File: config.mk
export PLATFORM = sky130hd
export DESIGN_NAME = icmp_echo_responder_flat
export DESIGN_NICKNAME = d
export VERILOG_FILES = /design/src/hw/rtl/ier_pkg.sv /design/src/hw/rtl/ier_in_if.sv /design/src/hw/rtl/ier_out_if.sv /design/src/hw/rtl/ier_front.sv /design/src/hw/rtl/ier_queue.sv /design/src/hw/rtl/ier_back.sv /design/src/hw/rtl/icmp_echo_responder.sv /design/src/flat_wrapper.sv
export SDC_FILE = /design/constraint.sdc
export NUM_CORES = 1
export LEC_CHECK = 0
export ABC_AREA = 1
export BUFFER_PORTS_ARGS = -buffer_cell sky130_fd_sc_hd__buf_2
export CAP_MARGIN = 15
export CORE_UTILIZATION = 55
export DETAILED_ROUTE_END_ITERATION = 7
export PLACE_DENSITY_LB_ADDON = 0.2
export SLEW_MARGIN = 20
export SYNTH_ARGS = -nofsm -noshare
export SYNTH_HDL_FRONTEND = slang
export SYNTH_HIERARCHICAL = 1
export SYNTH_SLANG_ARGS = --single-unit
File: constraint.sdc
create_clock -name clk -period 5.86 [get_ports clk]
set_clock_uncertainty 0.2 [all_clocks]
set_input_delay 1.172 -clock clk [delete_from_list [all_inputs] [get_ports clk]]
set_output_delay 1.172 -clock clk [all_outputs]
set_load 0.1 [all_outputs]
File: src/hw/rtl/ier_pkg.sv
// ier_pkg: shared types, constants and the one's-complement add helper
// for the icmp echo responder; no dependencies
package ier_pkg;

    // icmp codes and header positions
    localparam logic [7:0] ECHO_REQUEST  = 8'd8;
    localparam logic [3:0] POS_TYPE      = 4'd0;
    localparam logic [3:0] POS_CODE      = 4'd1;
    localparam logic [3:0] POS_CSUM_HI   = 4'd2;
    localparam logic [3:0] POS_CSUM_LO   = 4'd3;
    localparam logic [3:0] POS_LAST_HDR  = 4'd7;
    localparam logic [3:0] POS_SAT       = 4'd8;

    // one queued reply request: one or two reply bytes
    typedef struct packed {
        logic [7:0]  first_byte;
        logic [7:0]  second_byte;
        logic        two_bytes;
        logic        last;
        logic        ok;
        logic [31:0] addr;
    } reply_entry_t;

    // one's-complement 16-bit add with end-around carry
    function automatic logic [15:0] oc_add(input logic [15:0] a, input logic [15:0] b);
        logic [16:0] s;
        logic [16:0] f;
        s = {1'b0, a} + {1'b0, b};
        f = {1'b0, s[15:0]} + {16'd0, s[16]};
        return f[15:0];
    endfunction

endpackage

File: src/hw/rtl/ier_in_if.sv
// ier_in_if: request channel carrying icmp message bytes
// no dependencies
interface ier_in_if;
    logic        valid;
    logic        ready;
    logic [7:0]  msg_byte;
    logic        end_of_message;
    logic [31:0] source_addr;

    modport source (output valid, output msg_byte, output end_of_message,
                    output source_addr, input ready);
    modport sink   (input valid, input msg_byte, input end_of_message,
                    input source_addr, output ready);
endinterface

File: src/hw/rtl/ier_out_if.sv
// ier_out_if: reply channel carrying echo reply bytes
// no dependencies
interface ier_out_if;
    logic        valid;
    logic        ready;
    logic [7:0]  out_byte;
    logic        out_last;
    logic        send_ok;
    logic [31:0] reply_addr;

    modport source (output valid, output out_byte, output out_last,
                    output send_ok, output reply_addr, input ready);
    modport sink   (input valid, input out_byte, input out_last,
                    input send_ok, input reply_addr, output ready);
endinterface

File: src/hw/rtl/ier_front.sv
// ier_front: accepts message bytes, runs the checksum and header tracking,
// and pushes reply requests into the queue; depends on ier_pkg, ier_in_if
module ier_front
(
    input  logic                  clk,
    input  logic                  rst_n,
    ier_in_if.sink                msg,
    input  logic                  queue_full,
    output logic                  push,
    output ier_pkg::reply_entry_t push_entry
);

    logic [3:0]  header_pos_reg, header_pos_next;
    logic        odd_phase_reg, odd_phase_next;
    logic [7:0]  held_reg, held_next;
    logic [15:0] running_reg, running_next;
    logic [15:0] received_reg, received_next;
    logic        echo_reg, echo_next;
    logic [31:0] addr_reg, addr_next;

    logic        accept;
    logic        echo_cur;
    logic [15:0] word_sum;
    logic [15:0] running_upd;
    logic [15:0] received_upd;
    logic [15:0] pad_sum;
    logic [15:0] final_sum;
    logic [15:0] reply_csum;
    logic        csum_ok;
    logic [1:0]  n_out;
    logic [3:0]  p;

    assign msg.ready = !queue_full;
    assign accept    = msg.valid && msg.ready;
    assign p         = header_pos_reg;

    // classification and checksum datapath
    always_comb
    begin
        echo_cur  = (p == ier_pkg::POS_TYPE) ? (msg.msg_byte == ier_pkg::ECHO_REQUEST)
                                              : echo_reg;
        addr_next = (p == ier_pkg::POS_TYPE) ? msg.source_addr : addr_reg;
        word_sum  = ier_pkg::oc_add(running_reg, {held_reg, msg.msg_byte});
        pad_sum   = ier_pkg::oc_add(running_reg, {msg.msg_byte, 8'h00});

        running_upd = (odd_phase_reg && (p != ier_pkg::POS_CSUM_LO)) ? word_sum
                                                                     : running_reg;

        if (p == ier_pkg::POS_CSUM_HI)
        begin
            received_upd = {msg.msg_byte, 8'h00};
        end
        else if (p == ier_pkg::POS_CSUM_LO)
        begin
            received_upd = {received_reg[15:8], msg.msg_byte};
        end
        else
        begin
            received_upd = received_reg;
        end

        // odd length ends with a zero-padded high byte
        final_sum = odd_phase_reg ? running_upd : pad_sum;
        csum_ok   = (p >= ier_pkg::POS_LAST_HDR) && ((~final_sum) == received_upd);

        // incremental update with type/code replaced by zero
        reply_csum = ~ier_pkg::oc_add(~received_upd, ~running_reg);

        // number of reply bytes for this request
        if (!echo_cur)
        begin
            n_out = 2'd0;
        end
        else if (p == ier_pkg::POS_TYPE || p == ier_pkg::POS_CODE)
        begin
            n_out = 2'd1;
        end
        else if (p == ier_pkg::POS_CSUM_HI)
        begin
            n_out = msg.end_of_message ? 2'd1 : 2'd0;
        end
        else if (p == ier_pkg::POS_CSUM_LO)
        begin
            n_out = 2'd2;
        end
        else
        begin
            n_out = 2'd1;
        end
    end

    // queue entry
    always_comb
    begin
        push                   = accept && (n_out != 2'd0);
        push_entry.first_byte  = (p == ier_pkg::POS_CSUM_LO) ? reply_csum[15:8]
                               : (p < ier_pkg::POS_CSUM_LO)  ? 8'h00
                                                             : msg.msg_byte;
        push_entry.second_byte = reply_csum[7:0];
        push_entry.two_bytes   = (n_out == 2'd2);
        push_entry.last        = msg.end_of_message;
        push_entry.ok          = msg.end_of_message && csum_ok;
        push_entry.addr        = addr_next;
    end

    // per-message state update
    always_comb
    begin
        header_pos_next = header_pos_reg;
        odd_phase_next  = odd_phase_reg;
        held_next       = held_reg;
        running_next    = running_reg;
        received_next   = received_reg;
        echo_next       = echo_reg;
        if (accept)
        begin
            if (msg.end_of_message)
            begin
                header_pos_next = 4'd0;
                odd_phase_next  = 1'b0;
                held_next       = 8'h00;
                running_next    = 16'h0000;
                received_next   = 16'h0000;
                echo_next       = 1'b0;
            end
            else
            begin
                header_pos_next = (header_pos_reg < ier_pkg::POS_SAT) ? header_pos_reg + 4'd1
                                                                      : header_pos_reg;
                odd_phase_next  = !odd_phase_reg;
                held_next       = odd_phase_reg ? held_reg : msg.msg_byte;
                running_next    = running_upd;
                received_next   = received_upd;
                echo_next       = echo_cur;
            end
        end
    end

    // state registers
    always_ff @(posedge clk or negedge rst_n)
    begin
        if (!rst_n)
        begin
            header_pos_reg <= 4'd0;
            odd_phase_reg  <= 1'b0;
            held_reg       <= 8'h00;
            running_reg    <= 16'h0000;
            received_reg   <= 16'h0000;
            echo_reg       <= 1'b0;
            addr_reg       <= 32'd0;
        end
        else
        begin
            header_pos_reg <= header_pos_next;
            odd_phase_reg  <= odd_phase_next;
            held_reg       <= held_next;
            running_reg    <= running_next;
            received_reg   <= received_next;
            echo_reg       <= echo_next;
            if (accept)
            begin
                addr_reg <= addr_next;
            end
        end
    end

endmodule

File: src/hw/rtl/ier_queue.sv
// ier_queue: small fifo of reply requests between front and back
// depends on ier_pkg
module ier_queue
#(
    parameter int DEPTH = 4
)
(
    input  logic                  clk,
    input  logic                  rst_n,
    input  logic                  push,
    input  ier_pkg::reply_entry_t push_entry,
    output logic                  full,
    input  logic                  pop,
    output logic                  empty,
    output ier_pkg::reply_entry_t head
);

    localparam int PW = $clog2(DEPTH);
    localparam int CW = $clog2(DEPTH + 1);
    localparam logic [PW-1:0] LAST_PTR = PW'(DEPTH - 1);
    localparam logic [CW-1:0] FULL_CNT = CW'(DEPTH);

    ier_pkg::reply_entry_t entry_reg [DEPTH];
    logic [PW-1:0] wr_ptr_reg, wr_ptr_next;
    logic [PW-1:0] rd_ptr_reg, rd_ptr_next;
    logic [CW-1:0] count_reg, count_next;
    logic          do_push;
    logic          do_pop;

    assign full    = (count_reg == FULL_CNT);
    assign empty   = (count_reg == '0);
    assign head    = entry_reg[rd_ptr_reg];
    assign do_push = push && !full;
    assign do_pop  = pop && !empty;

    // pointer and count update
    always_comb
    begin
        wr_ptr_next = wr_ptr_reg;
        rd_ptr_next = rd_ptr_reg;
        count_next  = count_reg;
        if (do_push)
        begin
            wr_ptr_next = (wr_ptr_reg == LAST_PTR) ? '0 : wr_ptr_reg + PW'(1);
        end
        if (do_pop)
        begin
            rd_ptr_next = (rd_ptr_reg == LAST_PTR) ? '0 : rd_ptr_reg + PW'(1);
        end
        if (do_push && !do_pop)
        begin
            count_next = count_reg + CW'(1);
        end
        else if (do_pop && !do_push)
        begin
            count_next = count_reg - CW'(1);
        end
    end

    always_ff @(posedge clk or negedge rst_n)
    begin
        if (!rst_n)
        begin
            wr_ptr_reg <= '0;
            rd_ptr_reg <= '0;
            count_reg  <= '0;
        end
        else
        begin
            wr_ptr_reg <= wr_ptr_next;
            rd_ptr_reg <= rd_ptr_next;
            count_reg  <= count_next;
        end
    end

    // entry storage
    always_ff @(posedge clk)
    begin
        if (do_push)
        begin
            entry_reg[wr_ptr_reg] <= push_entry;
        end
    end

endmodule

File: src/hw/rtl/ier_back.sv
// ier_back: drains reply requests and streams reply bytes through an
// output register; depends on ier_pkg, ier_out_if
module ier_back
(
    input  logic                  clk,
    input  logic                  rst_n,
    input  logic                  empty,
    input  ier_pkg::reply_entry_t head,
    output logic                  pop,
    ier_out_if.source             reply
);

    logic        valid_reg, valid_next;
    logic        phase_reg, phase_next;
    logic [7:0]  byte_reg, byte_next;
    logic        last_reg, last_next;
    logic        ok_reg, ok_next;
    logic [31:0] addr_reg;
    logic        load;
    logic        split_first;

    assign reply.valid      = valid_reg;
    assign reply.out_byte   = byte_reg;
    assign reply.out_last   = last_reg;
    assign reply.send_ok    = ok_reg;
    assign reply.reply_addr = addr_reg;

    assign load        = !valid_reg || reply.ready;
    assign split_first = head.two_bytes && !phase_reg;

    // pick the next reply byte from the queue head
    always_comb
    begin
        pop        = 1'b0;
        valid_next = valid_reg;
        phase_next = phase_reg;
        byte_next  = byte_reg;
        last_next  = last_reg;
        ok_next    = ok_reg;
        if (load)
        begin
            valid_next = !empty;
            if (!empty)
            begin
                if (split_first)
                begin
                    byte_next  = head.first_byte;
                    last_next  = 1'b0;
                    ok_next    = 1'b0;
                    phase_next = 1'b1;
                end
                else
                begin
                    byte_next  = head.two_bytes ? head.second_byte : head.first_byte;
                    last_next  = head.last;
                    ok_next    = head.ok;
                    phase_next = 1'b0;
                    pop        = 1'b1;
                end
            end
        end
    end

    always_ff @(posedge clk or negedge rst_n)
    begin
        if (!rst_n)
        begin
            valid_reg <= 1'b0;
            phase_reg <= 1'b0;
        end
        else
        begin
            valid_reg <= valid_next;
            phase_reg <= phase_next;
        end
    end

    // output payload
    always_ff @(posedge clk)
    begin
        byte_reg <= byte_next;
        last_reg <= last_next;
        ok_reg   <= ok_next;
        if (load && !empty)
        begin
            addr_reg <= head.addr;
        end
    end

endmodule

File: src/hw/rtl/icmp_echo_responder.sv
// icmp_echo_responder: top level, front classifier, request queue and
// reply streamer; depends on ier_pkg, ier_in_if, ier_out_if, ier_front,
// ier_queue, ier_back
//
//   channel  dir  payload                                      request
//   msg      in   msg_byte, end_of_message, source_addr        one message byte
//   reply    out  out_byte, out_last, send_ok, reply_addr      one reply byte
//
// one message byte is taken each cycle while the queue has room; each reply
// byte leaves the output register one per cycle while reply.ready is high, so
// the checksum pair leaves as two reply bytes and the queue absorbs that while byte 2 gives none.
// reply bytes enter the queue as their request byte is accepted, then the output register.
// rst_n clears header tracking, sums, queue pointers and output valid.
// a stalled reply side fills the queue, then msg.ready drops.
module icmp_echo_responder
#(
    parameter int QUEUE_DEPTH = 4
)
(
    input  logic      clk,
    input  logic      rst_n,
    ier_in_if.sink    msg,
    ier_out_if.source reply
);

    ier_pkg::reply_entry_t push_entry;
    ier_pkg::reply_entry_t head;
    logic                  push;
    logic                  pop;
    logic                  full;
    logic                  empty;

    // classify bytes and build reply requests
    ier_front u_front
    (
        .clk        (clk),
        .rst_n      (rst_n),
        .msg        (msg),
        .queue_full (full),
        .push       (push),
        .push_entry (push_entry)
    );

    // decouple front and back
    ier_queue #(.DEPTH(QUEUE_DEPTH)) u_queue
    (
        .clk        (clk),
        .rst_n      (rst_n),
        .push       (push),
        .push_entry (push_entry),
        .full       (full),
        .pop        (pop),
        .empty      (empty),
        .head       (head)
    );

    // stream reply bytes
    ier_back u_back
    (
        .clk   (clk),
        .rst_n (rst_n),
        .empty (empty),
        .head  (head),
        .pop   (pop),
        .reply (reply)
    );

endmodule

File: src/flat_wrapper.sv
// flat-port wrapper written by rule: the top's interface ports become plain ports
module icmp_echo_responder_flat 
#(
    parameter int QUEUE_DEPTH = 4
)
  (clk, rst_n, msg_valid, msg_msg_byte, msg_end_of_message, msg_source_addr, msg_ready, reply_valid, reply_out_byte, reply_out_last, reply_send_ok, reply_reply_addr, reply_ready);
  ier_in_if msg_i ();
  ier_out_if reply_i ();
  input  logic clk;
  input  logic rst_n;
  input wire logic [$bits(msg_i.valid)-1:0] msg_valid;
  input wire logic [$bits(msg_i.msg_byte)-1:0] msg_msg_byte;
  input wire logic [$bits(msg_i.end_of_message)-1:0] msg_end_of_message;
  input wire logic [$bits(msg_i.source_addr)-1:0] msg_source_addr;
  output wire logic [$bits(msg_i.ready)-1:0] msg_ready;
  output wire logic [$bits(reply_i.valid)-1:0] reply_valid;
  output wire logic [$bits(reply_i.out_byte)-1:0] reply_out_byte;
  output wire logic [$bits(reply_i.out_last)-1:0] reply_out_last;
  output wire logic [$bits(reply_i.send_ok)-1:0] reply_send_ok;
  output wire logic [$bits(reply_i.reply_addr)-1:0] reply_reply_addr;
  input wire logic [$bits(reply_i.ready)-1:0] reply_ready;
  assign msg_i.valid = msg_valid;
  assign msg_i.msg_byte = msg_msg_byte;
  assign msg_i.end_of_message = msg_end_of_message;
  assign msg_i.source_addr = msg_source_addr;
  assign msg_ready = msg_i.ready;
  assign reply_valid = reply_i.valid;
  assign reply_out_byte = reply_i.out_byte;
  assign reply_out_last = reply_i.out_last;
  assign reply_send_ok = reply_i.send_ok;
  assign reply_reply_addr = reply_i.reply_addr;
  assign reply_i.ready = reply_ready;
  icmp_echo_responder #(.QUEUE_DEPTH(QUEUE_DEPTH)) u_core (.clk(clk), .rst_n(rst_n), .msg(msg_i), .reply(reply_i));
endmodule
; ---- After elaboration in Yosys (flattened, before gate mapping)
; Memory sizes are Yosys's and may differ from the RTL's.
; Cells that the tools add are included.
[word_totals]
reg_bits = 129
output_inout_bits = 44
n_memories = 1
ramBits = 204
input_bits = 45
[classes]
bitwise = 5
n_reduce_logical = 28
addsub = 11
eq_ne = 11
n_lt_le_gt_ge = 3
n_mux = 33
[mem_list]
columns = name, depth, word_bits, read_ports, rd_clocked_by_memory_dff, wr, line_no
row1 = u_core.u_queue.entry_reg, 4, 51, 1, 0, 1, ier_queue.sv:23  ; ier_pkg::reply_entry_t entry_reg [DEPTH];
[ops]
columns = operator, n
row1 = 2-to-1 mux 16 bit, 5
row2 = NOT 16 bit, 4
row3 = 2-to-1 mux 8 bit, 7
row4 = adder 16 x 16 -> 17 bit, 3
row5 = adder 16 x 1 -> 16 bit, 3
row6 = 2-to-1 mux 32 bit, 1
row7 = equality test 16 bit, 1
row8 = 2-to-1 mux 2 bit, 6
row9 = logical AND 1 bit, 11
row10 = 2-to-1 mux 1 bit, 10
row11 = "equality test 4 x 2 -> 1 bit, second input constant", 2
row12 = "equality test 8 x 4 -> 1 bit, second input constant", 1
row13 = 2-to-1 mux 4 bit, 2
row14 = zero test 1 bit, 7
row15 = "equality test 2 bit, second input constant", 3
row16 = 2-to-1 mux 3 bit, 2
row17 = AND reduction 2 bit, 3
row18 = nonzero test 2 bit, 3
row19 = "adder 2 x 1 -> 2 bit, second input constant", 2
row20 = "adder 4 x 1 -> 4 bit, second input constant", 1
row21 = "equality test 4 x 1 -> 1 bit, second input constant", 1
row22 = ">= comparator 4 x 3 -> 1 bit, second input constant", 1
row23 = zero test 4 bit, 1
row24 = "< comparator 4 x 2 -> 1 bit, second input constant", 1
row25 = other kinds (9), 10

; ---- Longest topological paths before layout
[depth]
ltp_word = 12
depth_mapped = 34

; ---- Cells and area by module
; The synthesis kept the hierarchy.
[modules_own_cells]
columns = mod, seq_area_each_um2, instances, area_per_inst_um2, cells_each
row1 = ier_queue, 6301.0, 1, 8851.0, 656
row2 = ier_front, 1951.9, 1, 7642.3, 1192
row3 = ier_back, 1311.3, 1, 1502.7, 87

; ---- Worst setup path after synthesis
; Ideal clock, no wire load.
[synth_timing]
kind = flip-flop to flip-flop
startpoint = register u_core.u_queue.count_reg[0]
endpoint = memory u_core/u_queue/entry_reg[0][0] in the netlist's numbering, enable pin
path_buffers = 1
stages_incl_launch_ff = 10
slack_ns = 0.875
t_arrival_ns = 4.325
cell_sequence = dfrtp_1 > inv_2 > nand3_1 > inv_1 > inv_1 > nand2_1 > clkbuf_1 > nor3_1 > nand2_1 > nor2_1
[synth_via]
elab_chain_cells = 7
[synth_lines]
columns = item, line_no
row1 = start: declaration, ier_queue.sv:26  ; logic [CW-1:0] count_reg, count_next;
row2 = start signal: assignment, ier_queue.sv:72  ; count_reg <= count_next;
row3 = equality test 3 bit, ier_queue.sv:30  ; assign full = (count_reg == FULL_CNT);
row4 = named net u_core.full, icmp_echo_responder.sv:30  ; logic full;
row5 = zero test 1 bit, ier_front.sv:33  ; assign msg.ready = !queue_full;
row6 = named net msg_ready, flat_wrapper.sv:15  ; output wire logic [$bits(msg_i.ready)-1:0] msg_ready;
row7 = logical AND 1 bit, ier_front.sv:34  ; assign accept = msg.valid && msg.ready;
row8 = logical AND 1 bit, ier_front.sv:95  ; push = accept && (n_out != 2'd0);
row9 = named net u_core.push, icmp_echo_responder.sv:28  ; logic push;
row10 = logical AND 1 bit, ier_queue.sv:33  ; assign do_push = push && !full;
row11 = 2-to-1 mux 1 bit, ier_queue.sv:79  ; if (do_push)
row12 = 2-to-1 mux 1 bit (not written as such), ier_queue.sv:81  ; entry_reg[wr_ptr_reg] <= push_entry;
row13 = end: declaration, ier_queue.sv:23
; The timed path passes the listed nets, and every way through them passes these cells.

==> results.json <==
{
  "ys_types": 56,
  "grt_pass1_wl_um": 66800,
  "start_util": 0.564,
  "drt_pass1_iterations": 5,
  "cap_violations": 0,
  "critPathMaxStageDelay_ns": 0.40,
  "outcome": "complete, no violations",
  "cts_max_level": 2,
  "cts_hold_buf": 0,
  "via_count": 13322,
  "tightest_slew_ns": 1.09,
  "whs_ns": 0.288,
  "synthCells": 1935,
  "die_y_um": 183,
  "yosysSeqAreaShare": 0.531,
  "tritoncts": "done",
  "clk_latency_ns": 0.53,
  "min_period_ns": 5.35,
  "coreArea_mm2": 0.0319,
  "hold_class": "reg -> reg",
  "antenna_found_initial": 0,
  "drtAntennaViolNets": 0,
  "syn-num-nets": 2040,
  "die_x_um": 183,
  "cts-root-buf": "clkbuf_16",
  "end_kind": "flop",
  "finalSetupViolCount": 0,
  "yosys_warnings": 6,
  "critPathRequiredTime_ns": 5.90,
  "ys_seq_elements": 333,
  "clk_pin_slew_worst_paths_ns": 0.06,
  "syn_avg_cell_area_um2": 9.30,
  "cts_buffers": 36,
  "crit_arrival_ns": 5.39,
  "grt_max_degree": 97,
  "drt_iter0_markers": 894,
  "rsz0062_at_grt": "no",
  "clock_sinks": 333,
  "drive_gt1_frac": 0.144,
  "maxSlewViolCount": 0,
  "fmax_mhz": 187,
  "async_flop_share": 0.261,
  "crit_path_frequent_cell": "nand2_1",
  "track_usage": 0.256,
  "hpwl_um": 27600,
  "syn_area_mm2": 0.0180,
  "fp-row-count": 65,
  "drc": 0,
  "largest_register_ffs": 204,
  "critPathKind": "reg -> reg",
  "ioPinCount": 89,
  "synthToLayoutAreaGrowth_pct": 11.0,
  "portBuffers": 88,
  "timing.final.crit_share": 0.913,
  "synth_edf_count": 246,
  "worstPathMaxFanout": 17,
  "antenna_cells": 0,
  "routabilityCongestion": 0.922,
  "synth_ff_type": "edfxtp_1",
  "dieArea_mm2": 0.0334,
  "yosys.area.top_type": "edfxtp_1",
  "start_kind": "flop",
  "slew_headroom": 0.272,
  "powerDensity_mw_per_mm2": 615,
  "vias_per_cell": 5.37,
  "postRouteWirelength_um": 41800,
  "overflow": 0,
  "p_leak_nw": 8.96,
  "grt_pass1_vias": 12902,
  "clockBufferDepth": 3,
  "hold_viol_final": 0,
  "nets": 2121,
  "tns_ns": 0,
  "irDropWorstVdd_uv": 313,
  "routedWlPerCell_um": 16.8,
  "crit_slowest_cell": "dfrtp_1",
  "synth_top_area_frac": 0.410,
  "yosys-top-cells-area": "edfxtp_1 (41%), dfrtp_1 (12%), nand2_1 (12%), inv_1 (6.3%), ha_1 (3.9%)"
}
logic make-up after synthesis:
family                   count (synthesis)  share of synthesized area
AND/OR/NAND/NOR                        836                      0.202
XOR/XNOR                                31                     0.0174
buffers and inverters                  383                     0.0906
adder cells (fa/ha/maj)                 60                     0.0434
AO/OA/AOI/OAI                          292                      0.115
flip-flops                             333                      0.531
layout by cell type, fill, tap and decap left out, types with 15 or more instances in the layout:
master,Yosys,routed
buf_4,5,19
xor2_1,22,22
buf_2,21,87
a21oi_1,33,33
o21ai_0,113,113
nand3_1,107,107
nand2_1,567,567
dfrtp_1,87,85
ha_1,56,56
inv_2,13,15
clkbuf_16,0,36
o22ai_1,19,19
nand2_2,19,19
inv_1,302,300
o211ai_1,52,52
edfxtp_1,246,246
o211ai_2,52,52
nor2_1,72,67
layer usage:
layer / global-route usage / vias to the layer above / share of wire / routed length, µm
li1: - / 6556 / - / -
met1: 0.334 / 6282 / 0.43 / 17900
met2: 0.433 / 397 / 0.48 / 20000
met3: 0.0455 / 87 / 0.065 / 2710
met4: 0.0863 / 0 / 0.029 / 1230
met5: 0 / - / 0 / 0
area by class of cell:
cell class	instances	area, µm²
Clock buffer	46	938
Clock inverter	20	253
Fill cell	2628	11900
Inverter	317	1190
Multi-Input combinational cell	1219	6840
Sequential cell	333	9570
Tap cell	435	544
Timing Repair Buffer	109	638
critical path, delay by kind of cell (launching register included):
family | cells | cell delay [ns]
AOI/OAI and AO/OA | 4 | 0.66
adders and majority gates | 5 | 1.23
buffers and inverters | 3 | 0.37
DFF | 1 | 0.40
and+or+nand+nor | 22 | 2.18
cells in the mapped netlist (19+ instances only):
cell,instances
a21oi_1,33
buf_2,21
dfrtp_1,87
edfxtp_1,246
ha_1,56
inv_1,302
nand2_1,567
nand2_2,19
nand3_1,107
nor2_1,72
o211ai_1,52
o211ai_2,52
o21ai_0,113
o22ai_1,19
xor2_1,22
worst paths after layout:
kind	startpoint	end	slack (ns)	cells past startpoint
min	u_core/u_front/received_reg[3]$_DFFE_PN0P_	u_core/u_front/received_reg[3]$_DFFE_PN0P_	0.29	2
min in group asynchronous	rst_n	u_core/u_back/reply.valid$_DFFE_PN0P_	0.56	1
max	u_core/u_front/header_pos_reg[0]$_DFFE_PN0P_	u_core/u_queue/entry_reg[3][47]$_DFFE_PP_	0.51	34
max reg2reg	u_core/u_front/header_pos_reg[0]$_DFFE_PN0P_	u_core/u_queue/entry_reg[3][47]$_DFFE_PP_	0.51	34
max in group asynchronous	rst_n	u_core/u_front/running_reg[3]$_DFFE_PN0P_	3.90	2
min reg2reg	u_core/u_front/received_reg[3]$_DFFE_PN0P_	u_core/u_front/received_reg[3]$_DFFE_PN0P_	0.29	2
metrics by stage:
stage	power, mW	util	setup WS, ns	cells	cell area, µm²
after floorplan	8.69	-	0.875	1935	18000
after global placement	9.86	0.589	0.379	2411	18800
after detailed placement	9.98	0.589	0.159	2411	18800
after CTS	12.3	0.626	0.390	2477	20000
after global routing	13.1	0.627	0.0143	2479	20000
final	12.3	0.627	0.512	2479	20000
where the power goes:
group / switching (mW) / total (mW) / internal, mW
Sequential: 0.279 / 3.65 / 3.38
Clock: 0.933 / 2.30 / 1.37
Combinational: 4.68 / 6.34 / 1.66
Total: 5.89 / 12.3 / 6.40
what timing repair did:
| item | 4_1_cts | 5_1_grt |
|---|---|---|
| setup endpoints to repair | 0 | 12 |
| gates resized for setup | 0 | 1 |
| buffers inserted | 0 | 2 |
Power figures use the tool's default switching activity.
